### src/design/phx_pkg.sv
// Package: payload types, opcodes and constants for the Phelix decrypt/MAC core.
package phx_pkg;

    localparam logic [31:0] MAGIC_MAC_XOR = 32'h912D94F1;
    localparam int          NUM_CFG_REGS  = 5;

    typedef enum logic [1:0] {
        ACT_NONCE  = 2'd0,
        ACT_CIPHER = 2'd1,
        ACT_CHECK  = 2'd2,
        ACT_NONE   = 2'd3
    } t_action;

    typedef enum logic [2:0] {
        CFG_KEY01 = 3'd0,
        CFG_KEY23 = 3'd1,
        CFG_KEY45 = 3'd2,
        CFG_KEY67 = 3'd3,
        CFG_BUMP  = 3'd4
    } t_cfg_idx;

    typedef struct packed {
        logic [1:0]  action;
        logic [1:0]  word_index;
        logic [31:0] data_word;
        logic [63:0] mac_low;
        logic [63:0] mac_high;
    } t_in_item;

    typedef struct packed {
        logic        result_kind;
        logic [31:0] plain_word;
        logic        mac_ok;
    } t_out_item;

    typedef logic [31:0] t_word;
    typedef t_word [4:0] t_mix;

    function automatic t_word rotl(input t_word x, input int r);
        rotl = (x << r) | (x >> (32 - r));
    endfunction

endpackage

### src/design/phx_half_round.sv
// Shared half-round unit: one Phelix half-round over the five-word mixing state.
module phx_half_round (
    input  phx_pkg::t_mix  i_z,
    input  phx_pkg::t_word i_xa,
    input  phx_pkg::t_word i_xb,
    output phx_pkg::t_mix  o_z
);
    phx_pkg::t_word z0, z1, z2, z3, z4;

    always_comb begin
        z0 = i_z[0]; z1 = i_z[1]; z2 = i_z[2]; z3 = i_z[3]; z4 = i_z[4];
        z0 = z0 + (z3 ^ i_xa); z3 = phx_pkg::rotl(z3, 15);
        z1 = z1 + z4;          z4 = phx_pkg::rotl(z4, 25);
        z2 = z2 ^ z0;          z0 = phx_pkg::rotl(z0, 9);
        z3 = z3 ^ z1;          z1 = phx_pkg::rotl(z1, 10);
        z4 = z4 + z2;          z2 = phx_pkg::rotl(z2, 17);
        z0 = z0 ^ (z3 + i_xb); z3 = phx_pkg::rotl(z3, 30);
        z1 = z1 ^ z4;          z4 = phx_pkg::rotl(z4, 13);
        z2 = z2 + z0;          z0 = phx_pkg::rotl(z0, 20);
        z3 = z3 + z1;          z1 = phx_pkg::rotl(z1, 11);
        z4 = z4 ^ z2;          z2 = phx_pkg::rotl(z2, 5);
        o_z = {z4, z3, z2, z1, z0};
    end
endmodule

### src/design/phelix_decrypt_mac_core.sv
// Top level: Phelix-style decryptor with MAC check around one shared half-round unit.
// Each half-round passes through the single shared half-round unit. A ciphertext word
// runs a pair of half-rounds before its result is presented; setup after nonce word three
// runs the key-setup half-rounds and a MAC check runs the check half-rounds. Other nonce
// words are only stored. The input stalls while an item is in work or a result waits to
// be taken. Each transfer is taken in the idle state, so no new word is accepted before the last is done.
module phelix_decrypt_mac_core (
    input  logic               i_clk,
    input  logic               i_rst_n,
    input  logic               i_valid,
    output logic               o_stall,
    input  phx_pkg::t_in_item  i_data,
    output logic               o_valid,
    input  logic               i_stall,
    output phx_pkg::t_out_item o_data,
    input  logic               i_cfg_valid,
    output logic               o_cfg_ready,
    input  logic [2:0]         i_cfg_index,
    input  logic [63:0]        i_cfg_data
);
    typedef enum logic [1:0] {ST_IDLE, ST_RUN, ST_OUT} t_state;

    t_state          r_state;
    logic [63:0]     r_key [4];
    phx_pkg::t_word  r_bump;
    phx_pkg::t_mix   r_mix;
    phx_pkg::t_word  r_old [4];
    phx_pkg::t_word  r_rk [8];
    phx_pkg::t_word  r_ctr;
    phx_pkg::t_word  r_nonce [4];
    logic [1:0]      r_mode;      // ACT_NONCE = setup
    logic [4:0]      r_step;
    logic            r_phase;     // 0 first half-round, 1 second
    phx_pkg::t_word  r_plain;
    logic [127:0]    r_mac;
    logic            r_diff;
    phx_pkg::t_out_item r_out;

    phx_pkg::t_mix   hr_in, hr_out;
    phx_pkg::t_word  hr_xa, hr_xb, ks, plain;
    phx_pkg::t_word  kw_ctr, kw_step, rk_sel;
    logic            acc, last;
    logic [1:0]      mw;

    function automatic phx_pkg::t_word key_word(input logic [2:0] k,
                                                input logic [63:0] kr [4]);
        key_word = k[0] ? kr[k[2:1]][63:32] : kr[k[2:1]][31:0];
    endfunction

    phx_half_round u_hr (.i_z(hr_in), .i_xa(hr_xa), .i_xb(hr_xb), .o_z(hr_out));

    assign o_stall     = (r_state != ST_IDLE);
    assign o_valid     = (r_state == ST_OUT);
    assign o_data      = r_out;
    assign o_cfg_ready = (r_state == ST_IDLE);
    assign acc         = i_valid && !o_stall;

    assign kw_ctr  = key_word(r_ctr[2:0], r_key);
    assign kw_step = key_word(r_step[2:0], r_key);
    assign rk_sel  = r_rk[r_step[2:0]] + phx_pkg::t_word'(r_step[2:0]);
    assign ks      = hr_out[4] + r_old[r_ctr[1:0]];
    assign plain   = r_mac[31:0] ^ ks;
    assign mw      = 2'(r_step - 5'd8);

    always_comb begin
        hr_in = r_mix;
        hr_xa = '0;
        hr_xb = '0;
        if (r_mode == phx_pkg::ACT_NONCE) begin
            hr_xb = r_phase ? rk_sel : kw_step;
        end else if (!r_phase) begin
            hr_xb = kw_ctr;
        end else begin
            hr_xa = (r_mode == phx_pkg::ACT_CIPHER) ? r_plain : '0;
            hr_xb = r_rk[r_ctr[2:0]] + {r_ctr[31:3], 3'b000};
        end
        last = r_phase && (r_step == ((r_mode == phx_pkg::ACT_CHECK) ? 5'd11 : 5'd7)
                           || r_mode == phx_pkg::ACT_CIPHER);
    end

    always_ff @(posedge i_clk) begin
        if (!i_rst_n) begin
            r_state <= ST_IDLE;
            for (int i = 0; i < 4; i++) begin
                r_key[i] <= '0;
                r_old[i] <= '0;
            end
            for (int i = 0; i < 8; i++) r_rk[i] <= '0;
            r_bump <= '0;
            r_mix  <= '0;
            r_ctr  <= '0;
            r_mode <= phx_pkg::ACT_NONCE;
            r_step <= '0;
            r_phase <= 1'b0;
        end else begin
            if (i_cfg_valid && o_cfg_ready) begin
                case (i_cfg_index)
                    phx_pkg::CFG_KEY01, phx_pkg::CFG_KEY23,
                    phx_pkg::CFG_KEY45, phx_pkg::CFG_KEY67: r_key[i_cfg_index[1:0]] <= i_cfg_data;
                    phx_pkg::CFG_BUMP: r_bump <= i_cfg_data[31:0];
                    default: ;
                endcase
            end
            case (r_state)
                ST_IDLE: begin
                    if (acc) begin
                        r_mode  <= i_data.action;
                        r_step  <= '0;
                        r_phase <= 1'b0;
                        r_diff  <= 1'b0;
                        case (i_data.action)
                            phx_pkg::ACT_NONCE: begin
                                r_nonce[i_data.word_index] <= i_data.data_word;
                                if (i_data.word_index == 2'd3) begin
                                    for (int i = 0; i < 4; i++) begin
                                        phx_pkg::t_word n;
                                        n = (i == 3) ? i_data.data_word : r_nonce[i];
                                        r_rk[i]   <= key_word(3'(i + 4), r_key) + n
                                                     + ((i == 1) ? r_bump : '0);
                                        r_rk[i+4] <= key_word(3'(i), r_key)
                                                     + (phx_pkg::t_word'(i) - n)
                                                     + ((i == 1) ? r_bump : '0);
                                        r_mix[i]  <= key_word(3'(i + 3), r_key) ^ n;
                                    end
                                    r_mix[4] <= key_word(3'd7, r_key);
                                    r_state  <= ST_RUN;
                                end
                            end
                            phx_pkg::ACT_CIPHER: begin
                                r_mac[31:0] <= i_data.data_word;
                                r_state <= ST_RUN;
                            end
                            phx_pkg::ACT_CHECK: begin
                                r_mac    <= {i_data.mac_high, i_data.mac_low};
                                r_mix[0] <= r_mix[0] ^ phx_pkg::MAGIC_MAC_XOR;
                                r_state  <= ST_RUN;
                            end
                            default: ;
                        endcase
                    end
                end
                ST_RUN: begin
                    r_mix   <= hr_out;
                    r_phase <= !r_phase;
                    if (r_mode == phx_pkg::ACT_NONCE) begin
                        if (r_phase) begin
                            r_rk[r_step[2:0]]  <= rk_sel;
                            r_old[r_step[1:0]] <= hr_out[4];
                            r_step <= r_step + 5'd1;
                            if (last) begin
                                r_ctr   <= 32'd8;
                                r_state <= ST_IDLE;
                            end
                        end
                    end else if (!r_phase) begin
                        if (r_mode == phx_pkg::ACT_CIPHER) r_plain <= plain;
                        else if (r_step >= 5'd8 && ks != r_mac[32*mw +: 32]) r_diff <= 1'b1;
                    end else begin
                        r_old[r_ctr[1:0]] <= hr_out[4];
                        r_ctr  <= r_ctr + 32'd1;
                        r_step <= r_step + 5'd1;
                        if (last) begin
                            r_state <= ST_OUT;
                            if (r_mode == phx_pkg::ACT_CIPHER)
                                r_out <= '{result_kind: 1'b0, plain_word: r_plain, mac_ok: 1'b0};
                            else
                                r_out <= '{result_kind: 1'b1, plain_word: '0, mac_ok: !r_diff};
                        end
                    end
                end
                ST_OUT: begin
                    if (!i_stall) r_state <= ST_IDLE;
                end
                default: r_state <= ST_IDLE;
            endcase
        end
    end
endmodule
### config.mk
export PLATFORM = sky130hd
export DESIGN_NAME = phelix_decrypt_mac_core
export DESIGN_NICKNAME = d
export VERILOG_FILES = /design/src/design/phx_pkg.sv /design/src/design/phx_half_round.sv /design/src/design/phelix_decrypt_mac_core.sv
export SDC_FILE = /design/constraint.sdc
export NUM_CORES = 2
export LEC_CHECK = 0
export BUFFER_PORTS_ARGS = -buffer_cell sky130_fd_sc_hd__buf_2
export CAP_MARGIN = 20
export CORE_MARGIN = 2
export CORE_UTILIZATION = 29
export CTS_BUF_LIST = sky130_fd_sc_hd__clkbuf_8 sky130_fd_sc_hd__clkbuf_16
export CTS_CLUSTER_DIAMETER = 30
export CTS_CLUSTER_SIZE = 40
export DETAILED_ROUTE_END_ITERATION = 8
export GPL_TIMING_DRIVEN = 0
export HOLD_SLACK_MARGIN = 0.12
export PLACE_DENSITY = 0.44
export SYNTH_ARGS = -nofsm -noshare
export SYNTH_HDL_FRONTEND = slang
export SYNTH_SLANG_ARGS = --single-unit
export TNS_END_PERCENT = 100
### constraint.sdc
create_clock -name i_clk -period 32.3 [get_ports i_clk]
set_input_delay 0 -clock i_clk [delete_from_list [all_inputs] [get_ports i_clk]]
set_output_delay 0 -clock i_clk [all_outputs]
set_load 0.01 [all_outputs]
==> After elaboration in Yosys (flattened, before gate mapping) <==
Memory sizes are Yosys's and may differ from the RTL's. A register that Yosys moved wholly into a read port is not among the register bits.
Index checks and enable logic that the tools add are counted.
{ "op_classes": {"n_mul": 0, "order_cmp": 5, "div": 0, "add_sub_neg": 26, "reduce_logical": 36, "n_mux": 93, "eq_ne": 28, "shifts": 1, "bitwise_logic": 35} }
{ "ops": {"columns": ["op", "n"], "rows": [
  ["$mux W32", 23],
  ["$add A32 B32 Y32", 18],
  ["$xor A32 B32 Y32", 11],
  ["$mux W160", 2],
  ["$mux W64", 5],
  ["$pmux W160 S2", 1],
  ["$bmux W64 S2", 2],
  ["$bwmux W256", 1],
  ["$demux W64 S2", 1],
  ["$mux W128", 1],
  ["$pmux W32 S2", 2],
  ["$shiftx A128 B8 Y32", 1],
  ["$reduce_or A32 Y1", 3],
  ["$sub A1 B32 Y32 const A", 2],
  ["$sub A2 B32 Y32 const A", 2],
  ["$mux W34", 1],
  ["$add A32 B1 Y32 const B", 1],
  ["$add A32 B3 Y32", 1],
  ["$ne A32 B32 Y1", 1],
  ["$or A32 B10 Y32", 1],
  ["$or A32 B11 Y32", 1],
  ["$or A32 B13 Y32", 1],
  ["$or A32 B15 Y32", 1],
  ["$or A32 B17 Y32", 1],
  ["48 further kinds", 140]
]} }
{ "totals": {"mem_bits_ro": 0, "n_memories": 3, "ff_bits": 685, "latch_bits": 0, "input_bits": 236, "ram_bits": 512} }
{ "mem_list": {"columns": ["name", "depth", "word_bits", "read_ports", "rd_clocked_by_memory_dff", "write_ports", "line", "source"], "rows": [
  ["r_rk", 8, 32, 2, 2, 8, "phelix_decrypt_mac_core.sv:28", "phx_pkg::t_word r_rk [8];"],
  ["r_nonce", 4, 32, 3, 0, 1, "phelix_decrypt_mac_core.sv:30", "phx_pkg::t_word r_nonce [4];"],
  ["r_old", 4, 32, 1, 1, 4, "phelix_decrypt_mac_core.sv:27", "phx_pkg::t_word r_old [4];"]
]} }

==> Depth between registers and ports, before layout <==
{ "logic_depth": {"depth_word": 19, "ltp_mapped": 54} }

==> By module <==
Synthesis repeated with hierarchy kept, for this count alone.
{ "unflattened": {"cells_unflattened": 8550, "area_unflattened_um2": 84484.8} }
{ "by_module_without_submodules": {"columns": ["module", "n_inst", "area_per_inst_um2", "cells_each", "seq_area_each_um2"], "rows": [
  ["phelix_decrypt_mac_core", 1, 74049.8, 7175, 30199.0],
  ["phx_half_round", 1, 10435.0, 1375, 0.0]
]} }

==> Least setup slack after synthesis <==
Ideal clock, no wire load.
{ "synth_path": {"path_type": "register to register", "start": "reg r_step[1]", "end": "reg r_diff, enable pin", "stages_incl_launch_ff": 53, "period_less_slack_ps": 11589, "n_path_buf": 6, "setup_time_ps": 258, "t_arrival_ps": 11332, "path_slack_ps": 20711, "path_cell_list": "dfxtp_1 clkbuf_1 clkbuf_1 clkbuf_1 clkbuf_1 buf_1 clkbuf_1 mux4_2 nand2_1 nand2_1 a21oi_1 o21ai_0 ha_1 fa_1 a21o_1 a21oi_1 o21bai_1 a21oi_1 (+17 left out) a21o_1 a21o_1 a21o_1 a21oi_1 xnor2_1 xor2_1 ha_1 xnor2_1 nor3_1 a311oi_1 nand4_1 nor3_1 nand4_1 nor3_1 nand3_1 or4_1 nor4b_2 o41ai_2"} }
{ "synth_between": {"elab_chain_len": 16} }
{ "synth_rtl": {"columns": ["element", "line", "source"], "rows": [
  ["start, declared", "phelix_decrypt_mac_core.sv:32", "logic [4:0] r_step;"],
  ["start signal, assigned", "phelix_decrypt_mac_core.sv:149", "r_step <= r_step + 5'd1;"],
  ["start signal, assigned", "phelix_decrypt_mac_core.sv:161", "r_step <= r_step + 5'd1;"],
  ["parallel branches: the longest is 13 deep, another holds $add A32 B3 Y32", null, null],
  ["$logic_and A1 B1 Y1 (*)", "phelix_decrypt_mac_core.sv:157", "else if (r_step >= 5'd8 && ks != r_mac[32*mw +: 32]) r_diff <= 1'b1;"],
  ["$ne A2 B2 Y1 (no source line) (*)", null, null],
  ["$reduce_and A7 Y1 (no source line) (*)", null, null],
  ["end signal, assigned", "phelix_decrypt_mac_core.sv:110", "r_diff <= 1'b0;"],
  ["end signal, assigned", "phelix_decrypt_mac_core.sv:157", null],
  ["end, declared", "phelix_decrypt_mac_core.sv:36", "logic r_diff;"]
]} }
Mark *: on every way between the ends. The select of a mux whose other input is x is not followed.
A chain may end at the register's enable or synchronous reset.

==> Worst setup path after layout <==
{ "layout_path": {"start": "reg r_step[0]", "end": "reg r_diff, enable pin"} }
{ "layout_between": {"elab_chain_len": 12} }
{ "layout_rtl": {"columns": ["element", "line", "source"], "rows": [
  ["$add A32 B3 Y32 / $mux W32 (equally long branches)", "phelix_decrypt_mac_core.sv:60, phelix_decrypt_mac_core.sv:47", null],
  ["$mux W32", "phelix_decrypt_mac_core.sv:70", "hr_xb = r_phase ? rk_sel : kw_step;"],
  ["$mux W32", "phelix_decrypt_mac_core.sv:69", "if (r_mode == phx_pkg::ACT_NONCE) begin"],
  ["$add A32 B32 Y32", "phx_half_round.sv:17", "z0 = z0 ^ (z3 + i_xb); z3 = phx_pkg::rotl(z3, 30);"],
  ["$xor A32 B32 Y32", "phx_half_round.sv:17", null],
  ["$add A32 B32 Y32", "phx_half_round.sv:19", "z2 = z2 + z0; z0 = phx_pkg::rotl(z0, 20);"],
  ["$xor A32 B32 Y32", "phx_half_round.sv:21", "z4 = z4 ^ z2; z2 = phx_pkg::rotl(z2, 5);"],
  ["$add A32 B32 Y32", "phelix_decrypt_mac_core.sv:61", "assign ks = hr_out[4] + r_old[r_ctr[1:0]];"],
  ["$ne A32 B32 Y1", "phelix_decrypt_mac_core.sv:157", null],
  ["$logic_and A1 B1 Y1 (*)", "phelix_decrypt_mac_core.sv:157", null],
  ["$ne A2 B2 Y1 (no source line) (*)", null, null],
  ["$reduce_and A7 Y1 (no source line) (*)", null, null]
]} }
Every way passes the cells marked *; elsewhere a longest branch is shown, timed or not.

==> summary.txt <==
Outcome
  • Status: finished, final reports clean

Critical path
  • Crit path largest cell delay: 960 ps
  • Worst path bufs/invs: 8
  • Critical path type: flop to flop
  • Reg2Reg Depth: 49
  • Crit path DAT: 18590 ps
  • Crit start category: flop
  • Largest delay share family, worst path: compound AO/OA/AOI/OAI gates
  • Crit path depth: 49
  • Required time of the critical path: 32940 ps
  • Maximum fanout along the worst path: 10
  • Kind of end point of the critical path: flop
  • Slowest library cell on the worst path: xnor2_1

Clock tree
  • Post-CTS Setup Repair Bufs: 0
  • Hold_buf cts: 487
  • Root Buffer: clkbuf_16
  • Clock Latency Late Sink: 930 ps
  • CTS Buf Count: 339
  • TritonCTS clock tree: done
  • Sink Count: 1171
  • H-tree depth: 5
  • # resized after CTS: 0
  • CTS clk-pin slew, worst paths: 50 ps
  • Clock buffer depth: 4

Power
  • P_int: 6.619 mW
  • Seq pwr share: 15.1%
  • Peak supply drop: 0.0002337 V
  • P_sw: 6.547 mW
  • Clk pwr share: 27.0%
  • Power per cell area: 123.8 mW/mm^2
  • Leak: 42.13 nW
  • Combinational Power Share: 57.9%
  • Sw Ratio: 49.72%

Drt
  • Vias/cell: 5.765
  • ANT nets after route: 0
  • Final WL: 498.2 mm
  • Total number of vias: 77800
  • Drt first pass iters: 7
  • Initial DRC count: 10980
  • Residual DRC: 0
  • Wirelength per Cell: 36.92 um

Yosys
  • Syn. warnings: 0
  • Commonest cells in the netlist: nand2_1, a21oi_1, edfxtp_1
  • Flops & latches, synth: 1171
  • Main synth FF type: edfxtp_1
  • Synth area leaders: edfxtp_1, dfxtp_1, mux4_2
  • Largest family of logic cells by synthesized area: compound AO/OA/AOI/OAI gates
  • Sequential area share after synthesis: 37.38%
  • Distinct cells, synth: 96
  • Largest area contributor in the netlist: edfxtp_1
  • Post-Syn Instances: 8232
  • Asr flop ratio synth: 0%
  • Complex-gate fraction of the synthesized area: 15.21%
  • Top cell type's share of synthesized area: 25.09%
  • Syn Nets: 9108
  • Simple-gate share of the synthesized area: 12.44%
  • Adder-cell share of the synthesized area: 10.64%
  • Mux cell area share after synthesis: 10.89%
  • EDFF count, synth: 675
  • Mapped Area: 0.08079 mm^2
  • Most frequent cell after synthesis: nand2_1
  • Avg Cell Area, Syn: 9.815 um^2
  • Synth Area in XOR/XNOR: 9.666%

Global routing
  • Global-route wire length before repair: 649.0 mm
  • Total GRT Usage: 33.93%
  • Initial antenna violation count: 63
  • Largest net degree at the start of global routing: 36
  • Vias in the first global route: 73640
  • Grt ovf: 0

Cells and area
  • Fill count: 27530
  • Fraction of layout cells with a size suffix above 1: 14.91%
  • Area Overhead vs Synth: 31.60%
  • Total Nets Final: 10360

STA
  • Max_slew headroom: 6.880%
  • F_max: 0.05570 GHz
  • Minimum clock period: 17950 ps
  • Fin Setup TNS: 0 ps
  • Worst slew pin tran: 1397 ps
  • Final Max Slew Viols: 0
  • Fin crit share: 55.58%
  • Final Setup Violations: 0
  • Final hold slack: 169.2 ps
  • Setup Skew: 61.67 ps
  • RSZ-0062 raised after global routing: false
  • Fin. Hold Viols: 0

Die
  • Ports: 273
  • FP Rows: 193
  • Die Height: 531.8 um
  • Placeable Area: 0.2767 mm^2
  • Die area: 0.2828 mm^2
  • Initial Util: 29.20%
  • Die span in x: 531.8 um

Worst hold path
  • Hold Path Class: input port to flop
  • Hold Path Stages: 4

Place
  • Post-DP HPWL: 413.4 mm
  • IO buf count: 269
  • RePlAce Congestion: 1.050

Run
  • Maxcap violations: 0
==> cell usage in the layout, fill, tap and decap left out, types with 34 or more instances in the layout <==
cell type,instances
dfxtp_1,496
xor2_1,369
o22ai_1,187
nor2_1,642
buf_2,280
a211oi_1,158
clkinv_2,53
a311oi_1,34
o211ai_1,34
a21oi_1,760
nor2b_1,54
clkbuf_8,46
nor3_1,93
and3_1,46
nand2_1,1084
o21a_1,67
buf_8,71
a31oi_1,47
clkbuf_1,299
nand3_1,88
bufinv_16,53
ha_1,562
xnor2_1,492
edfxtp_1,675
fa_1,78
o21ai_0,278
inv_1,471
clkbuf_16,347
mux2i_1,68
nand2b_1,76
buf_1,41
mux2_2,41
dlygate4sd3_1,488
nand4_1,39
and2_1,47
mux4_2,326
o21bai_1,70
a21o_1,139
or3_1,43
==> tightest hold or removal path, delay by kind of cell <==
| family | cells | cell delay, ps |
|---|---|---|
| simple gates | 1 | 140 |
| buf+inv | 2 | 700 |
| compound gates | 1 | 110 |
==> cells by family (layout without fill, tap and decap cells) <==
family | after synthesis | after routing
xor gates and xnor gates | 879 | 879
AOI/OAI and AO/OA | 1983 | 1983
muxes | 447 | 447
and+or+nand+nor | 2319 | 2319
buffers and inverters | 793 | 2326
adders and majority gates | 640 | 640
DFF | 1171 | 1171
other | 0 | 24
==> metrics by stage <==
stage	instance area, um^2	instances	worst slack (ps)	power [mW]	util, %
floorplan	80800	8232	20710	6.045	-
global placement	86780	12210	13070	9.239	31.36
detailed placement	88920	12340	15150	9.328	32.13
CTS	105900	13440	15050	12.96	38.27
global route	106300	13470	14550	13.48	38.40
finish	106300	13490	14350	13.17	38.42
==> layer usage <==
layer / routed length [um] / vias to the layer above / GRT usage, % / part of all wire, %
met4: 37830 / 20 / 21.97 / 7.6
met3: 54140 / 1017 / 10.08 / 11
met2: 206100 / 4954 / 49.05 / 41
met5: 144 / - / 0 / 0.029
met1: 200000 / 39170 / 43.81 / 40
li1: - / 32640 / - / -
==> path summary, 6_finish.rpt <==
kind,startpoint,to,slack (ps)
min reg2reg,r_bump[17],r_bump[17],490
min,i_data[88],r_mac[24],170
max reg2reg,r_step[0],r_diff,14350
max,r_step[0],r_diff,14350
==> registers in the layout, summed over array words and instances (netlist names), named ones only <==
signal,flops
r_rk,256
r_nonce,96
r_mac,128
r_plain,32
r_mode,2
r_key,256
r_old,128
r_step,5
r_state,2
o_data,34
r_bump,32
r_diff,1
r_phase,1
hr_in,160
r_ctr,32
==> area by class of cell <==
class / count / area [um^2] / area share [%]
Tap cell: 3705 / 4636 / 4.360
Clock inverter: 229 / 2798 / 2.631
Buffer: 373 / 1504 / 1.414
Sequential cell: 1171 / 30200 / 28.40
Clock buffer: 393 / 9316 / 8.762
Timing Repair Buffer: 911 / 8478 / 7.974
Inverter: 420 / 1577 / 1.483
Multi-Input combinational cell: 6268 / 47760 / 44.92
Antenna cell: 24 / 60.06 / 0.05649
==> power groups by stage <==
| stage | clock network, mW | logic, mW | registers, mW |
|---|---|---|---|
| 6_report | 3.56 | 7.62 | 1.99 |
| 2_1_floorplan | 0 | 4.15 | 1.89 |
| 3_5_place_dp | 0 | 7.33 | 2.00 |
| 4_1_cts | 3.56 | 7.43 | 1.97 |
| 3_3_place_gp | 0 | 7.24 | 2.00 |
| 5_1_grt | 3.64 | 7.86 | 1.98 |
Note: power is estimated with default switching activity, not from simulation.
